<file path="config.mk">
export PLATFORM = sky130hd
export DESIGN_NAME = nearest_jet_delta_r_match
export DESIGN_NICKNAME = d
export VERILOG_FILES = /design/src/rtl/core/njm_pkg.sv /design/src/rtl/core/njm_ram.sv /design/src/rtl/core/njm_ctrl.sv /design/src/rtl/core/njm_dp.sv /design/src/rtl/core/nearest_jet_delta_r_match.sv
export SDC_FILE = /design/constraint.sdc
export NUM_CORES = 2
export LEC_CHECK = 0
export ABC_AREA = 0
export BUFFER_PORTS_ARGS = -buffer_cell sky130_fd_sc_hd__buf_2
export CAP_MARGIN = 20
export CORE_AREA = 2 2 405 507
export CTS_BUF_LIST = sky130_fd_sc_hd__clkbuf_2
export DETAILED_ROUTE_END_ITERATION = 10
export DIE_AREA = 0 0 407 509
export HOLD_SLACK_MARGIN = 0.12
export PLACE_DENSITY = 0.76
export SKIP_LAST_GASP = 1
export SYNTH_ARGS = -nofsm -noshare
export SYNTH_HDL_FRONTEND = slang
export SYNTH_HIERARCHICAL = 1
export SYNTH_SLANG_ARGS = --single-unit
export TNS_END_PERCENT = 5
</file>
<file path="constraint.sdc">
create_clock -name clk -period 20.4 [get_ports clk]
set_clock_uncertainty 0.05 [all_clocks]
set_input_delay 1.02 -clock clk [delete_from_list [all_inputs] [get_ports clk]]
set_output_delay 1.02 -clock clk [all_outputs]
set_load 0.1 [all_outputs]
</file>
<file path="src/rtl/core/njm_pkg.sv">
`timescale 1ns / 1ps

package njm_pkg;

    // Table capacity and the widths that follow from it.
    localparam int MAX_JETS = 64;
    localparam int IDX_W    = (MAX_JETS > 1) ? $clog2(MAX_JETS) : 1;
    localparam int CNT_W    = $clog2(MAX_JETS + 1);

    // Fixed field widths.
    localparam int ETA_W    = 18;
    localparam int PHI_W    = 16;
    localparam int PID_W    = 24;
    localparam int DR_W     = 37;
    localparam int JI_W     = 6;
    localparam int CFG_IDX_W = 2;
    localparam int DETA_W   = ETA_W + 1;
    localparam int ESQ_W    = 2 * ETA_W;
    localparam int PSQ_W    = 2 * PHI_W - 1;
    localparam int JET_W    = ETA_W + PHI_W;

    localparam logic [DR_W-1:0] MAX_DR_RESET = 37'd27196225;

    // Lepton particle id codes (electron, muon, tau).
    localparam logic signed [PID_W-1:0] PID_ELE = 24'sd11;
    localparam logic signed [PID_W-1:0] PID_MU  = 24'sd13;
    localparam logic signed [PID_W-1:0] PID_TAU = 24'sd15;

    typedef enum logic [1:0] {
        ACT_CLEAR = 2'd0,
        ACT_LOAD  = 2'd1,
        ACT_CONST = 2'd2,
        ACT_MATCH = 2'd3
    } njm_action_t;

    typedef enum logic [CFG_IDX_W-1:0] {
        CFG_MAX_DR  = 2'd0,
        CFG_EXCLUDE = 2'd1
    } njm_cfg_idx_t;

    // Controller to datapath.
    typedef struct packed {
        logic accept;   // input item taken this cycle
        logic issue;    // read the table entry at the walk address
        logic push;     // move the match result into the output register
    } njm_cmd_t;

    // Datapath to controller.
    typedef struct packed {
        logic count_zero;
        logic last_addr;
        logic pipe_busy;
        logic out_free;
    } njm_status_t;

endpackage

</file>
<file path="src/rtl/core/njm_ram.sv">
`timescale 1ns / 1ps

module njm_ram #(
    parameter int WIDTH = 8,
    parameter int DEPTH = 64
) (
    input  logic                                     clk,
    input  logic                                     we,
    input  logic [((DEPTH > 1) ? $clog2(DEPTH) : 1)-1:0] waddr,
    input  logic [WIDTH-1:0]                         wdata,
    input  logic                                     re,
    input  logic [((DEPTH > 1) ? $clog2(DEPTH) : 1)-1:0] raddr,
    output logic [WIDTH-1:0]                         rdata
);

    logic [WIDTH-1:0] mem [DEPTH];
    logic [WIDTH-1:0] rdata_reg;

    always_ff @(posedge clk)
    begin
        if (we)
        begin
            mem[waddr] <= wdata;
        end
        if (re)
        begin
            rdata_reg <= mem[raddr];
        end
    end

    assign rdata = rdata_reg;

endmodule

</file>
<file path="src/rtl/core/njm_ctrl.sv">
`timescale 1ns / 1ps

module njm_ctrl
    import njm_pkg::*;
(
    input  logic        clk,
    input  logic        rst_n,
    input  logic        in_valid,
    output logic        in_stall,
    input  logic [1:0]  action,
    input  njm_status_t status,
    output njm_cmd_t    cmd
);

    typedef enum logic [3:0] {
        ST_IDLE  = 4'b0001,
        ST_WALK  = 4'b0010,
        ST_DRAIN = 4'b0100,
        ST_PUSH  = 4'b1000
    } njm_state_t;

    njm_state_t state_reg;
    njm_state_t state_next;

    always_comb
    begin
        state_next = state_reg;
        in_stall   = 1'b1;
        cmd        = '0;
        unique case (state_reg)
            ST_IDLE:
            begin
                in_stall   = 1'b0;
                cmd.accept = in_valid;
                if (in_valid && (njm_action_t'(action) == ACT_MATCH))
                begin
                    state_next = status.count_zero ? ST_DRAIN : ST_WALK;
                end
            end
            ST_WALK:
            begin
                cmd.issue = 1'b1;
                if (status.last_addr)
                begin
                    state_next = ST_DRAIN;
                end
            end
            ST_DRAIN:
            begin
                if (!status.pipe_busy)
                begin
                    state_next = ST_PUSH;
                end
            end
            ST_PUSH:
            begin
                if (status.out_free)
                begin
                    cmd.push   = 1'b1;
                    state_next = ST_IDLE;
                end
            end
            default:
            begin
                state_next = ST_IDLE;
            end
        endcase
    end

    always_ff @(posedge clk or negedge rst_n)
    begin
        if (!rst_n)
        begin
            state_reg <= ST_IDLE;
        end
        else
        begin
            state_reg <= state_next;
        end
    end

endmodule

</file>
<file path="src/rtl/core/njm_dp.sv">
`timescale 1ns / 1ps

module njm_dp
    import njm_pkg::*;
(
    input  logic                    clk,
    input  logic                    rst_n,
    input  njm_cmd_t                cmd,
    output njm_status_t             status,
    input  logic [1:0]              action,
    input  logic signed [ETA_W-1:0] eta,
    input  logic signed [PHI_W-1:0] phi,
    input  logic signed [PID_W-1:0] particle_id,
    input  logic                    cfg_valid,
    input  logic [CFG_IDX_W-1:0]    cfg_index,
    input  logic [DR_W-1:0]         cfg_data,
    output logic                    out_valid,
    input  logic                    out_stall,
    output logic                    matched,
    output logic [JI_W-1:0]         jet_index,
    output logic [DR_W-1:0]         distance_squared,
    output logic                    overflow
);

    // Configuration.
    logic [DR_W-1:0] max_dr_reg;
    logic [DR_W-1:0] max_dr_next;
    logic            excl_reg;
    logic            excl_next;

    // Table bookkeeping.
    logic [CNT_W-1:0] count_reg;
    logic [CNT_W-1:0] count_next;
    logic             ovf_reg;
    logic             ovf_next;
    logic [CNT_W-1:0] count_m1;

    // Walk.
    logic [IDX_W-1:0]        addr_reg;
    logic [IDX_W-1:0]        addr_next;
    logic signed [ETA_W-1:0] tau_eta_reg;
    logic signed [PHI_W-1:0] tau_phi_reg;

    // Table write side.
    logic             jet_we;
    logic             mark_we;
    logic [IDX_W-1:0] mark_waddr;
    logic             mark_wdata;
    logic [JET_W-1:0] jet_rdata;
    logic             mark_rdata;

    // Distance pipeline.
    logic                    rd_valid_reg;
    logic [IDX_W-1:0]        rd_idx_reg;
    logic                    sq_valid_reg;
    logic [IDX_W-1:0]        sq_idx_reg;
    logic [ESQ_W-1:0]        eta_sq_reg;
    logic [PSQ_W-1:0]        phi_sq_reg;
    logic                    sum_valid_reg;
    logic [IDX_W-1:0]        sum_idx_reg;
    logic [DR_W-1:0]         sum_reg;
    logic signed [DETA_W-1:0] deta;
    logic signed [PHI_W-1:0]  dphi;
    logic signed [2*DETA_W-1:0] deta_sq;
    logic signed [2*PHI_W-1:0]  dphi_sq;
    logic                    take;

    // Running best.
    logic             found_reg;
    logic             found_next;
    logic [IDX_W-1:0] best_idx_reg;
    logic [IDX_W-1:0] best_idx_next;
    logic [DR_W-1:0]  best_d_reg;
    logic [DR_W-1:0]  best_d_next;

    // Output register.
    logic             out_valid_reg;
    logic             out_valid_next;
    logic             matched_reg;
    logic [JI_W-1:0]  jet_index_reg;
    logic [DR_W-1:0]  dist_reg;
    logic             overflow_reg;
    logic [JI_W+IDX_W-1:0] idx_ext;

    logic is_lepton;

    assign count_m1  = count_reg - CNT_W'(1);
    assign is_lepton = (particle_id == PID_ELE) || (particle_id == -PID_ELE) ||
                       (particle_id == PID_MU)  || (particle_id == -PID_MU)  ||
                       (particle_id == PID_TAU) || (particle_id == -PID_TAU);

    always_comb
    begin
        max_dr_next = max_dr_reg;
        excl_next   = excl_reg;
        if (cfg_valid)
        begin
            unique case (njm_cfg_idx_t'(cfg_index))
                CFG_MAX_DR:  max_dr_next = cfg_data;
                CFG_EXCLUDE: excl_next   = cfg_data[0];
                default:     ;
            endcase
        end
    end

    always_comb
    begin
        count_next = count_reg;
        ovf_next   = ovf_reg;
        jet_we     = 1'b0;
        mark_we    = 1'b0;
        mark_waddr = count_reg[IDX_W-1:0];
        mark_wdata = 1'b0;
        if (cmd.accept)
        begin
            unique case (njm_action_t'(action))
                ACT_CLEAR:
                begin
                    count_next = '0;
                    ovf_next   = 1'b0;
                end
                ACT_LOAD:
                begin
                    if (count_reg < CNT_W'(MAX_JETS))
                    begin
                        jet_we     = 1'b1;
                        mark_we    = 1'b1;
                        count_next = count_reg + CNT_W'(1);
                    end
                    else
                    begin
                        ovf_next = 1'b1;
                    end
                end
                ACT_CONST:
                begin
                    // A lepton constituent marks the latest stored jet; after a dropped
                    // load it belongs to no stored jet and is ignored.
                    if ((count_reg != '0) && !ovf_reg && is_lepton)
                    begin
                        mark_we    = 1'b1;
                        mark_waddr = count_m1[IDX_W-1:0];
                        mark_wdata = 1'b1;
                    end
                end
                ACT_MATCH: ;
                default: ;
            endcase
        end
    end

    always_comb
    begin
        addr_next = addr_reg;
        if (cmd.accept)
        begin
            addr_next = '0;
        end
        else if (cmd.issue)
        begin
            addr_next = IDX_W'(addr_reg + IDX_W'(1));
        end
    end

    njm_ram #(
        .WIDTH (JET_W),
        .DEPTH (MAX_JETS)
    ) u_jet_ram (
        .clk   (clk),
        .we    (jet_we),
        .waddr (count_reg[IDX_W-1:0]),
        .wdata ({eta, phi}),
        .re    (cmd.issue),
        .raddr (addr_reg),
        .rdata (jet_rdata)
    );

    njm_ram #(
        .WIDTH (1),
        .DEPTH (MAX_JETS)
    ) u_mark_ram (
        .clk   (clk),
        .we    (mark_we),
        .waddr (mark_waddr),
        .wdata (mark_wdata),
        .re    (cmd.issue),
        .raddr (addr_reg),
        .rdata (mark_rdata)
    );

    // Differences; the phi difference wraps in its own width.
    assign deta    = DETA_W'(tau_eta_reg) - DETA_W'($signed(jet_rdata[JET_W-1:PHI_W]));
    assign dphi    = tau_phi_reg - $signed(jet_rdata[PHI_W-1:0]);
    assign deta_sq = deta * deta;
    assign dphi_sq = dphi * dphi;

    assign take = sum_valid_reg && (sum_reg < max_dr_reg) &&
                  (!found_reg || (sum_reg < best_d_reg));

    always_comb
    begin
        found_next    = found_reg;
        best_idx_next = best_idx_reg;
        best_d_next   = best_d_reg;
        if (cmd.accept)
        begin
            found_next    = 1'b0;
            best_idx_next = '0;
            best_d_next   = '0;
        end
        else if (take)
        begin
            found_next    = 1'b1;
            best_idx_next = sum_idx_reg;
            best_d_next   = sum_reg;
        end
    end

    assign idx_ext = {{JI_W{1'b0}}, best_idx_reg};

    always_comb
    begin
        out_valid_next = out_valid_reg;
        if (cmd.push)
        begin
            out_valid_next = 1'b1;
        end
        else if (!out_stall)
        begin
            out_valid_next = 1'b0;
        end
    end

    always_ff @(posedge clk or negedge rst_n)
    begin
        if (!rst_n)
        begin
            max_dr_reg    <= MAX_DR_RESET;
            excl_reg      <= 1'b0;
            count_reg     <= '0;
            ovf_reg       <= 1'b0;
            addr_reg      <= '0;
            rd_valid_reg  <= 1'b0;
            sq_valid_reg  <= 1'b0;
            sum_valid_reg <= 1'b0;
            found_reg     <= 1'b0;
            out_valid_reg <= 1'b0;
        end
        else
        begin
            max_dr_reg    <= max_dr_next;
            excl_reg      <= excl_next;
            count_reg     <= count_next;
            ovf_reg       <= ovf_next;
            addr_reg      <= addr_next;
            rd_valid_reg  <= cmd.issue;
            sq_valid_reg  <= rd_valid_reg && !(excl_reg && mark_rdata);
            sum_valid_reg <= sq_valid_reg;
            found_reg     <= found_next;
            out_valid_reg <= out_valid_next;
        end
    end

    always_ff @(posedge clk)
    begin
        if (cmd.accept)
        begin
            tau_eta_reg <= eta;
            tau_phi_reg <= phi;
        end
        rd_idx_reg   <= addr_reg;
        sq_idx_reg   <= rd_idx_reg;
        eta_sq_reg   <= deta_sq[ESQ_W-1:0];
        phi_sq_reg   <= dphi_sq[PSQ_W-1:0];
        sum_idx_reg  <= sq_idx_reg;
        sum_reg      <= DR_W'(eta_sq_reg) + DR_W'(phi_sq_reg);
        best_idx_reg <= best_idx_next;
        best_d_reg   <= best_d_next;
        if (cmd.push)
        begin
            matched_reg   <= found_reg;
            jet_index_reg <= idx_ext[JI_W-1:0];
            dist_reg      <= best_d_reg;
            overflow_reg  <= ovf_reg;
        end
    end

    assign status.count_zero = (count_reg == '0);
    assign status.last_addr  = ({1'b0, addr_reg} == (IDX_W + 1)'(count_m1));
    assign status.pipe_busy  = rd_valid_reg || sq_valid_reg || sum_valid_reg;
    assign status.out_free   = !out_valid_reg || !out_stall;

    assign out_valid        = out_valid_reg;
    assign matched          = matched_reg;
    assign jet_index        = jet_index_reg;
    assign distance_squared = dist_reg;
    assign overflow         = overflow_reg;

endmodule

</file>
<file path="src/rtl/core/nearest_jet_delta_r_match.sv">
`timescale 1ns / 1ps

// Nearest jet delta-R match. Input items carry an action: clear the jet table,
// load one jet (eta, phi), report a constituent of the latest jet (its particle
// id marks the jet as leptonic for electrons, muons and taus), or match a tau.
// Only a match produces a result item: matched, jet_index, distance_squared and
// the overflow flag that tells whether a load was dropped since the last clear.
// Clear, load and constituent items are done in the cycle they are taken, and
// the block stays idle for the next item. A match walks the N stored jets one
// per cycle through the table memory read port, then drains a three-stage
// distance pipeline before its result is ready. The input stall is raised
// after that item is taken until the result moves into the output register,
// and the next item can be taken in the cycle after that move. The result waits in
// the output register, so while the receiver stalls further clear, load and
// constituent items are still taken; a second match finishes its walk and then
// holds until the output register is free. Reset empties the table, clears the
// overflow flag and loads the default match radius with lepton exclusion off.
// Configuration is written through cfg_valid and cfg_ready, which is always
// high, and must only change while the block is idle.
module nearest_jet_delta_r_match
    import njm_pkg::*;
(
    input  logic                    clk,
    input  logic                    rst_n,
    input  logic                    in_valid,
    output logic                    in_stall,
    input  logic [1:0]              action,
    input  logic signed [ETA_W-1:0] eta,
    input  logic signed [PHI_W-1:0] phi,
    input  logic signed [PID_W-1:0] particle_id,
    output logic                    out_valid,
    input  logic                    out_stall,
    output logic                    matched,
    output logic [JI_W-1:0]         jet_index,
    output logic [DR_W-1:0]         distance_squared,
    output logic                    overflow,
    input  logic                    cfg_valid,
    output logic                    cfg_ready,
    input  logic [CFG_IDX_W-1:0]    cfg_index,
    input  logic [DR_W-1:0]         cfg_data
);

    njm_cmd_t    cmd;
    njm_status_t status;

    // The register file never pushes back.
    assign cfg_ready = 1'b1;

    njm_ctrl u_ctrl (
        .clk      (clk),
        .rst_n    (rst_n),
        .in_valid (in_valid),
        .in_stall (in_stall),
        .action   (action),
        .status   (status),
        .cmd      (cmd)
    );

    njm_dp u_dp (
        .clk              (clk),
        .rst_n            (rst_n),
        .cmd              (cmd),
        .status           (status),
        .action           (action),
        .eta              (eta),
        .phi              (phi),
        .particle_id      (particle_id),
        .cfg_valid        (cfg_valid),
        .cfg_index        (cfg_index),
        .cfg_data         (cfg_data),
        .out_valid        (out_valid),
        .out_stall        (out_stall),
        .matched          (matched),
        .jet_index        (jet_index),
        .distance_squared (distance_squared),
        .overflow         (overflow)
    );

endmodule

</file>
==> results.yml <==
floorplanning:
  placement_rows: 185
  initial_utilization_pct: 59.6
  floorplan.die.width_um: 407
  core_region_area_um2: 203000
  io-pin-count: 152
  die_h_um: 509
  die-area_um2: 207000
drt:
  detail_route.wirelength_um: 305000
  routed_wirelength_normalized_by_instance_count_um: 26.8
  route.vias.total: 70100
  antenna_left: 0
  detailedRoute.firstPassIterationCount: 9
  detail_route.drc_violations: 0
  drt_iter0_markers: 7246
  routed_via_density: 6.15
clock_tree:
  cts.path.max_buffers: 4
  postCtsSetupBuffers: 0
  cts_inserted_buffers: 602
  clock_root_buffer: "sky130_fd_sc_hd__clkbuf_2"
  h-tree-depth: 6
  clock_pin_slew_of_the_registers_on_the_worst_case_setup_and_hold_paths_ns: 0.12
  tritoncts_clock_tree: "yes"
  insertion_delay_ns: 1.98
  cts_resized: 0
  holdBufCountCts: 223
  cts_sinks: 2578
setup_path:
  required_time_at_the_worst_slack_endpoint_ns: 22.07
  most_frequent_cp_cell: "sky130_fd_sc_hd__fa_1"
  timing.setup.critical_path_class: "reg2reg"
  r2r_setup_slack_ns: 10.67
  critical_path.top_delay_family: "adder cells"
  critical_path_buf_inv_count: 4
  crit_path_end_kind: "flop"
  timing.critical_path.from_type: "flop"
  timing.critical_path.slowest_cell_delay_ns: 0.85
  timing.critical_path.slowest_stage_cell: "sky130_fd_sc_hd__nor2_1"
  cp_data_arrival_time_ns: 11.40
  timing.critical_path.fanout_max: 12
synthesis:
  synth.area.mux_share_pct: 11.3
  yosys.area_share.adder_pct: 12.6
  post_synth_xor_area_fraction_pct: 1.12
  synth_top_family_by_area: "adder cells"
  most_area_hungry_cell_type_in_the_yosys_netlist: "sky130_fd_sc_hd__edfxtp_1"
  synthSimpleGateAreaFrac_pct: 4.56
  mappedNetlistArea_um2: 121000
  synth-compound-area-share_pct: 4.07
  synthesis.instances: 7392
  dominantRegCellSynth: "sky130_fd_sc_hd__edfxtp_1"
  postSynthAreaPerCell_um2: 16.3
  postSynth.asyncResetShare_pct: 2.37
  synth_warnings: 6
  synth_top_area_share_pct: 58.6
  synth.area.top_cells: "sky130_fd_sc_hd__edfxtp_1 (59%), sky130_fd_sc_hd__fa_1 (9.2%), sky130_fd_sc_hd__mux4_2 (9.0%)"
  synthesis.nets: 8383
  synth-seq-cells: 2578
  synth-seq-area-share_pct: 62.5
  number_of_flops_mapped_to_enable_cells_by_yosys: 2354
  synth.distinct_cells: 98
sta:
  timing.hold.ws_ns: 0.206
  final_period_minus_worst_setup_slack_ns: 9.73
  final-setup-viol-count: 0
  timing.final.crit_share_pct: 47.7
  timing.final.hold_violations: 0
  finalMaxSlewViolations: 0
  fmax_mhz: 103
  max_slew.worst_pin.slew_ns: 1.34
  slew_headroom_pct: 10.4
  grt_setup_unrepaired: "no"
  setup_tns_ns: 0
cells_and_area:
  reg_top3: "u_dp/u_jet_ram/mem (2176), u_dp/u_mark_ram/mem (64)"
  largest_register_ff_count: 2176
  post_route_cells_drive_above_1_share_pct: 22.1
  top_register: "u_dp/u_jet_ram/mem"
  nNetsFinal: 9246
  area_growth_pct: 10.4
global_routing:
  gr-total-overflow: 0
  largest_net_degree_at_the_start_of_global_routing: 110
  number_of_antenna_violations_at_the_first_check_in_global_routing: 13
  grt.total_usage_pct: 30.0
  first_global_vias: 73900
  wire_length_of_the_first_global_routing_pass_um: 452000
run:
  maxCapViolCount: 0
placement:
  finalWeightedCongestion: 0.930
  io_buffer_count: 150
  detailedPlacementHpwl_um: 184000
min_path:
  min-delay-path-class: "in2reg"
status:
  outcome: "finished clean"
-- cells in the final DEF, fill, tap and decap left out, drive strengths merged, types with 45 or more instances in the layout --
cell type       n
ha            332
nand2         342
clkinv        136
fa            555
mux2           56
a22oi          59
clkbuf        861
a21o           73
buf           329
a21oi         126
edfxtp       2354
xnor2         106
xor2           48
nand3         105
mux2i         198
dlygate4sd3   229
o22ai          86
nor2          458
inv           814
dfxtp         163
nor2b          48
mux4          489
dfrtp          45
nand4          74
nor3           45
o21ai         105
-- metrics by stage --
| stage | cell area, um2 | worst slack, ns | util, % | std cells |
|---|---|---|---|---|
| after floorplan | 121000 | 12.02 | - | 7392 |
| after global placement | 125000 | 11.02 | 61.9 | 10100 |
| after detailed placement | 125000 | 10.86 | 61.9 | 10100 |
| after CTS | 133000 | 10.88 | 65.6 | 11400 |
| after global routing | 133000 | 10.19 | 65.8 | 11400 |
| final | 133000 | 10.67 | 65.8 | 11400 |
-- cell usage after synthesis, drive strengths merged, types with 31 or more instances --
master,number
nor2,458
xnor2,106
o21ai,105
nand4,74
nor2b,48
nor3,45
a22oi,59
dfxtp,163
mux2i,198
a211oi,36
a21oi,126
mux4,489
mux2,56
edfxtp,2354
inv,801
o221ai,39
xor2,48
clkbuf,158
nand2,342
nand3,105
buf,142
fa,555
dfrtp,45
a21o,73
nand2b,31
ha,332
o22ai,86
-- cell families after synthesis --
kind of cell / count (synthesis)
flops: 2578
simple gates: 1217
buf+inv: 1110
fa+ha+maj: 887
mux: 743
compound gates: 702
xor+xnor: 154
other cells: 1
-- per-layer routing --
metal | GRT usage [%] | up-vias | part of all wire [%]
met1 | 36.5 | 35700 | 35
met2 | 50.9 | 3978 | 50
met3 | 5.88 | 858 | 9.5
met5 | 0 | - | 0.011
li1 | - | 29500 | -
met4 | 15.6 | 6 | 5.3
-- layout make-up --
type                       instances  area (um2)
sequential                      2578       75500
fill                           13800       69300
multi-input combinational       3704       41300
timing repair buffer             559        4660
clock buffer                     860        4300
tap                             2711        3390
inverter                         810        3040
clock inverter                   160        1040
antenna                            9        22.5
-- worst register-to-register path: cells and delay by family (launching register included) --
family	cells	cell delay, ns
simple gates	6	1.79
compound gates	11	2.20
flops	1	0.40
xor+xnor	1	0.13
buf+inv	4	0.68
fa+ha+maj	9	4.08
mux	1	0.13
-- path summary, 6_finish.rpt --
kind	from	to	cells past startpoint
worst max-delay path	u_dp/u_jet_ram/rdata[0]$_DFFE_PP_	u_dp/phi_sq_reg[24]$_DFF_P_	32
worst min-delay path	eta[6]	u_dp/u_jet_ram/mem[17][22]$_DFFE_PP_	2
worst max register to register	u_dp/u_jet_ram/rdata[0]$_DFFE_PP_	u_dp/phi_sq_reg[24]$_DFF_P_	32
worst min register to register	u_dp/sq_idx_reg[3]$_DFF_P_	u_dp/sum_idx_reg[3]$_DFF_P_	0
max in group asynchronous	rst_n	u_dp/max_dr_reg[19]$_DFFE_PN1P_	5
min in group asynchronous	rst_n	u_dp/count_reg[0]$_DFFE_PN0P_	5
Power is not shown: default switching activity piles up to over one toggle a cycle in this logic, so the estimate is an artifact.
